**src/design/etba_pkg.sv**
```systemverilog
`timescale 1ns / 1ps
// ----------------------------------------------------------------------------
// Edge-truncated box average: shared package
// Pixel and result types, size defaults and divider control.
// ----------------------------------------------------------------------------
package etba_pkg;

  localparam int MAX_SIDE_DEF     = 1024;
  localparam int CHANNEL_BITS_DEF = 16;
  localparam int FIELD_W          = 16;
  localparam int POS_W            = 10;
  localparam int CFG_W            = 11;
  localparam logic [CFG_W-1:0] SIZE_RESET = 11'd1024;

  typedef struct packed {
    logic [FIELD_W-1:0] in_red;
    logic [FIELD_W-1:0] in_green;
    logic [FIELD_W-1:0] in_blue;
  } pix_in_t;

  typedef struct packed {
    logic [POS_W-1:0]   out_row;
    logic [POS_W-1:0]   out_col;
    logic [FIELD_W-1:0] avg_red;
    logic [FIELD_W-1:0] avg_green;
    logic [FIELD_W-1:0] avg_blue;
    logic               run_end;
  } pix_out_t;

  typedef struct packed {
    logic       en;
    logic [3:0] k;
  } div_ctl_t;

endpackage

```
**src/design/etba_div.sv**
```systemverilog
`timescale 1ns / 1ps
// ----------------------------------------------------------------------------
// Edge-truncated box average: small-constant divider
// Divides three channel sums by a window count of 1, 2, 3, 4, 6 or 9
// through a registered reciprocal product and one correction step.
// ----------------------------------------------------------------------------
module etba_div #(
  parameter int CHANNEL_BITS = 16
) (
  input  logic                                clk_i,
  input  etba_pkg::div_ctl_t                  ctl_i,
  input  logic [2:0][CHANNEL_BITS+3:0]        sum_i,
  output logic [2:0][CHANNEL_BITS-1:0]        avg_o
);
  import etba_pkg::*;

  localparam int SW = CHANNEL_BITS + 4;
  localparam longint unsigned ONE = 64'd1 << SW;
  localparam logic [SW:0] R1 = (SW+1)'(ONE);
  localparam logic [SW:0] R2 = (SW+1)'(ONE / 2);
  localparam logic [SW:0] R3 = (SW+1)'(ONE / 3);
  localparam logic [SW:0] R4 = (SW+1)'(ONE / 4);
  localparam logic [SW:0] R6 = (SW+1)'(ONE / 6);
  localparam logic [SW:0] R9 = (SW+1)'(ONE / 9);

  logic [SW:0]        recip;
  logic [2:0][2*SW:0] prod_q;
  logic [2:0][SW-1:0] x_q;
  logic [3:0]         k_q;

  always_comb begin
    case (ctl_i.k)
      4'd2:    recip = R2;
      4'd3:    recip = R3;
      4'd4:    recip = R4;
      4'd6:    recip = R6;
      4'd9:    recip = R9;
      default: recip = R1;
    endcase
  end

  always_ff @(posedge clk_i) begin
    if (ctl_i.en) begin
      for (int ch = 0; ch < 3; ch++) begin
        prod_q[ch] <= (2*SW+1)'(sum_i[ch]) * (2*SW+1)'(recip);
        x_q[ch]    <= sum_i[ch];
      end
      k_q <= ctl_i.k;
    end
  end

  always_comb begin
    logic [SW:0]   q;
    logic [SW+4:0] qk;
    for (int ch = 0; ch < 3; ch++) begin
      q  = prod_q[ch][2*SW:SW];
      qk = (SW+5)'(q) * (SW+5)'(k_q);
      if ((SW+5)'(x_q[ch]) >= qk + (SW+5)'(k_q)) begin
        q = q + 1'b1;
      end
      avg_o[ch] = q[CHANNEL_BITS-1:0];
    end
  end

endmodule

```
**config.mk**
```make
export PLATFORM = sky130hd
export DESIGN_NAME = etba_div
export DESIGN_NICKNAME = d
export VERILOG_FILES = /design/src/design/etba_pkg.sv /design/src/design/etba_div.sv
export SDC_FILE = /design/constraint.sdc
export NUM_CORES = 2
export LEC_CHECK = 0
export BUFFER_PORTS_ARGS = -buffer_cell sky130_fd_sc_hd__buf_2
export CAP_MARGIN = 20
export CORE_ASPECT_RATIO = 1.25
export CORE_MARGIN = 1.5
export CORE_UTILIZATION = 40
export CTS_CLUSTER_DIAMETER = 120
export DETAILED_ROUTE_END_ITERATION = 16
export SYNTH_ARGS = -nofsm -noshare
export SYNTH_HDL_FRONTEND = slang
export SYNTH_SLANG_ARGS = --single-unit
```
**constraint.sdc**
```tcl
create_clock -name clk_i -period 8.2 [get_ports clk_i]
set_input_delay 0.82 -clock clk_i [delete_from_list [all_inputs] [get_ports clk_i]]
set_output_delay 0.82 -clock clk_i [all_outputs]
set_load 0.02 [all_outputs]
```
# Word level (Yosys, flattened, before mapping)
# Cells that the tools add are included.
[totals]
input_bits = 66
elab_cells = 31
output_inout_bits = 48
ff_bits = 187
[classes]
order_cmp = 3
n_eq_ne = 5
n_mux = 4
mul = 6
add_sub_neg = 6
[ops]
columns = ["op", "n"]
rows = [
  ["multiplier 20 x 21 -> 41 bit", 3],
  ["case mux 21 bit (5 select lines)", 1],
  ["adder 25 x 4 -> 25 bit", 3],
  [">= comparator 20 x 25 -> 1 bit", 3],
  ["multiplier 21 x 4 -> 25 bit", 3],
  ["adder 16 x 1 -> 16 bit (second input constant)", 3],
  ["2-to-1 mux 16 bit", 3],
  ["equality test 4 x 2 -> 1 bit (second input constant)", 2],
  ["equality test 4 x 3 -> 1 bit (second input constant)", 2],
  ["equality test 4 bit (second input constant)", 1],
]

# Depth between registers and ports, before layout
[depth]
depth_word = 4
ltp_mapped = 30
ltp_nobuf = 28

# Least setup slack after synthesis
# No wires, ideal clock.
[synth_path]
path_type = "input to register"
start = "input ctl_i[3] (netlist name)"
end = "register prod_q[119] (netlist name), data pin"
stages = 27
path_buffers = 2
setup_ps = 258
slack_ps = -398
arrival_ps = 8340
required_time_ps = 7942
path_cell_list = "nand2b_1 > nor3b_1 > o21bai_1 > clkbuf_1 > clkbuf_1 > nand2_1 > fa_1 > fa_1 > inv_1 > fa_1 > fa_1 > fa_1 > fa_1 > inv_1 > fa_1 > inv_1 > ha_1 > nand4_1 > inv_1 > a211oi_1 > o221ai_1 > o41ai_2 > o2111ai_1 > nor4bb_1 > or3b_1 > a31oi_1 > xnor2_1"
[synth_via]
elab_chain_cells = 3
word_cells_on_any_way = 7
cone_classes = "1 x mul; 5 x eq/ne; 1 x mux"
[synth_lines]
columns = ["element", "line", "source"]
rows = [
  ["from (decl)", "etba_div.sv:11", "input etba_pkg::div_ctl_t ctl_i,"],
  ["equality test 4 bit, or another cell as far along", "etba_div.sv:32", "case (ctl_i.k)"],
  ["case mux 21 bit (5 select lines) *", "etba_div.sv:32", ""],
  ["multiplier 20 x 21 -> 41 bit *", "etba_div.sv:45", "prod_q[ch] <= (2*SW+1)'(sum_i[ch]) * (2*SW+1)'(recip);"],
  ["to (signal, indexed assignment)", "etba_div.sv:45", ""],
  ["to (decl)", "etba_div.sv:27", "logic [2:0][2*SW:0] prod_q;"],
]
# Every way passes the cells marked *; elsewhere a longest branch is shown, timed or not.
# A chain may end at the register's enable or synchronous reset.

# Worst setup path in the final report
[layout_path]
start = "input ctl_i[1] (netlist name)"
end = "register prod_q[119] (netlist name), data pin"
# Same word-level chain as after synthesis.

==> impl_metrics.env <==
export IMPL_status="finished, final reports clean"
export IMPL_vias=32502
export IMPL_routabilityCongestion=0.9365
export IMPL_irDropWorstVdd_uv=236.8
export IMPL_drc_errors=0
export IMPL_grtUsageTotal=0.2157
export IMPL_wl_per_cell_um=17.85
export IMPL_dp_hpwl_mm=102.8
export IMPL_synth_seq_area_share=0.08777
export IMPL_finalWirelength_mm=117.2
export IMPL_end_kind="flop"
export IMPL_fmax_mhz=124.9
export IMPL_required_ns=8.42
export IMPL_overflow=0
export IMPL_synth_edf_count=127
export IMPL_drive_gt1_frac=0.1485
export IMPL_antenna_found_initial=17
export IMPL_rsz0062_at_grt="true"
export IMPL_fin_crit_ns=8.003
export IMPL_dp_cells=6508
export IMPL_ant_nets=0
export IMPL_fillerInstances=10297
export IMPL_cts_sinks=127
export IMPL_clockRootBuffer="clkbuf_16"
export IMPL_wl_met3_mm=4.541
export IMPL_fp_dieH_um=371.5
export IMPL_wl_met2_mm=56.73
export IMPL_drv_slew=0
export IMPL_grt_max_degree=72
export IMPL_ys_warn_count=0
export IMPL_drtIter0Drc=1667
export IMPL_power_density_nw_per_um2=277.9
export IMPL_firstDrtPassIters=6
export IMPL_netlist_area_leader_share=0.3879
export IMPL_die_area_um2=110600
export IMPL_finalInstanceArea_um2=50850
export IMPL_max_slew_margin=0.4093
export IMPL_ys_ff_latch=127
export IMPL_slowest_stage="fa_1"
export IMPL_hold_viol_final=0
export IMPL_crit_family="adder cells"
export IMPL_hp_class="input pin to flop"
export IMPL_cp_num_buf_inv=8
export IMPL_cp_slowest_stage_delay_ns=0.59
export IMPL_synthArstFlopShare=0
export IMPL_synthesis_nets=6156
export IMPL_crit_top_cell="fa_1"
export IMPL_ys_types=76
export IMPL_final_common_cell="inv_1"
export IMPL_critPathLaunchType="input pin"
export IMPL_fin_nets=6705
export IMPL_worstMarginPinSlew_ns=0.8860
export IMPL_die_w_um=297.8
export IMPL_critical_path_class="input pin to flop"
export IMPL_fin_cells=6567
export IMPL_cts_tree="built"
export IMPL_port_buffer_count=113
export IMPL_cts_buffers=25
export IMPL_routed_via_density=4.949
export IMPL_setup_violations_final=0
export IMPL_finalCritPeriodShare=0.9760
export IMPL_crit_arrival_ns=8.22
export IMPL_ys_flop_type="edfxtp_1"
export IMPL_pin_count=114
export IMPL_synth_area_um2=43450
export IMPL_postSynthAreaPerCell_um2=9.510
export IMPL_syn_to_final_growth_pct=17.02
export IMPL_path_clk_slew_ns=0.05
export IMPL_power_leakage_nw=28.03
export IMPL_synth_area_leaders="fa_1 39%, ha_1 20%, inv_1 9.6%"
export IMPL_highest_layer="met5"
export IMPL_core_um2=108100
export IMPL_grt_pass1_vias=34961
export IMPL_rows=135
export IMPL_start_util=0.4020
export IMPL_synth_cells=4569
export IMPL_cts_max_path_buffers=3
export IMPL_maxCapViolCount=0
export IMPL_postCtsHoldBufs=0
export IMPL_wl_met1_mm=52.40
export IMPL_final_cell_mix="1114 x inv_1, 830 x fa_1, 669 x ha_1"
export IMPL_yosys_area_top_type="fa_1"
export IMPL_crit_fanout=5
export IMPL_total_power_mw=14.13
export IMPL_htree_levels=4
export IMPL_placed_cell_area_um2=49350
export IMPL_grt_first_pass_wirelength_mm=187.6
[report_power, final]
group          switching [mW]  internal, mW
clock network           0.289         0.570
registers               0.333         0.993
logic                    6.61          5.34
total                    7.23          6.90
[repair_timing]
action | in CTS | in global routing
gates resized for setup | 5 | 109
hold endpoints to repair | 0 | 0
pin swaps | 1 | 57
endpoints found under the setup margin | 8 | 83
gates cloned | 0 | 5
buffers inserted | 1 | 15
[path summary, 6_finish.rpt]
check                    start                     to  slack (ns)  depth (start not counted)
worst max-delay path  ctl_i[1]  prod_q[119]$_DFFE_PP_        0.20                         29
worst min-delay path  ctl_i[3]       k_q[3]$_DFFE_PP_        0.68                          2
[cell families after synthesis]
kind of cell / count (synthesis) / synth area share
and+or+nand+nor: 1109 / 0.1235
xor gates and xnor gates: 178 / 0.03588
adders and majority gates: 1521 / 0.5834
muxes: 4 / 0.001008
AOI/OAI and AO/OA: 412 / 0.06312
buffers and inverters: 1218 / 0.1053
DFF: 127 / 0.08777
[synthesized netlist by cell type (4+ instances only)]
master / n
a221oi_1: 5
o21ai_0: 59
nand3b_1: 5
and3_1: 20
a2111oi_0: 5
a2111o_1: 5
o21ai_1: 6
nor4_1: 9
nor2_1: 100
xnor2_1: 103
o21a_1: 22
nand2b_1: 21
nand3_1: 63
buf_1: 5
o21bai_1: 9
a21oi_1: 116
a211oi_1: 16
and2_1: 242
or3_1: 9
a31oi_1: 13
o2111ai_1: 5
a211o_1: 4
ha_1: 679
xor2_1: 75
nand2_1: 510
a311oi_1: 4
clkbuf_1: 94
nor3_1: 40
inv_1: 1117
a21boi_0: 8
or2_2: 11
fa_1: 842
nor2b_1: 23
nand4_1: 33
edfxtp_1: 127
o211ai_1: 17
o31ai_1: 5
a21o_1: 81
[sequential cells by signal, summed over array words and instances, names as in the netlist]
signal,flops
prod_q,63
x_q,60
k_q,4
[routing by layer]
layer,up-vias,GRT usage
li1,15321,-
met1,16294,0.2916
met4,4,0.06248
met2,711,0.3746
met5,-,0
met3,172,0.01186
[area by class of cell]
class / instances / area [um^2] / area share
diodes: 6 / 15.01 / 0.0002953
repair buffers: 622 / 4760 / 0.09360
clock inverters: 6 / 53.80 / 0.001058
clock buffers: 26 / 629.4 / 0.01238
inverters: 1118 / 4197 / 0.08253
multi-input cells: 3224 / 35580 / 0.6998
well taps: 1438 / 1799 / 0.03538
flip-flops and latches: 127 / 3814 / 0.07500
[stage by stage]
stage / worst slack (ns) / util / TNS (ns) / hold slack (ns)
after global placement: -0.4016 / 0.4564 / -6.501 / 1.139
after floorplan: 0.006789 / - / 0 / 0.9189
after detailed placement: -0.4557 / 0.4565 / -7.743 / 1.142
after global routing: -0.1059 / 0.4704 / -0.5234 / 0.6725
final: 0.1966 / 0.4704 / 0 / 0.6771
after CTS: 0.006085 / 0.4632 / 0 / 0.6534
No activity file was read; power rests on OpenSTA's default activity.
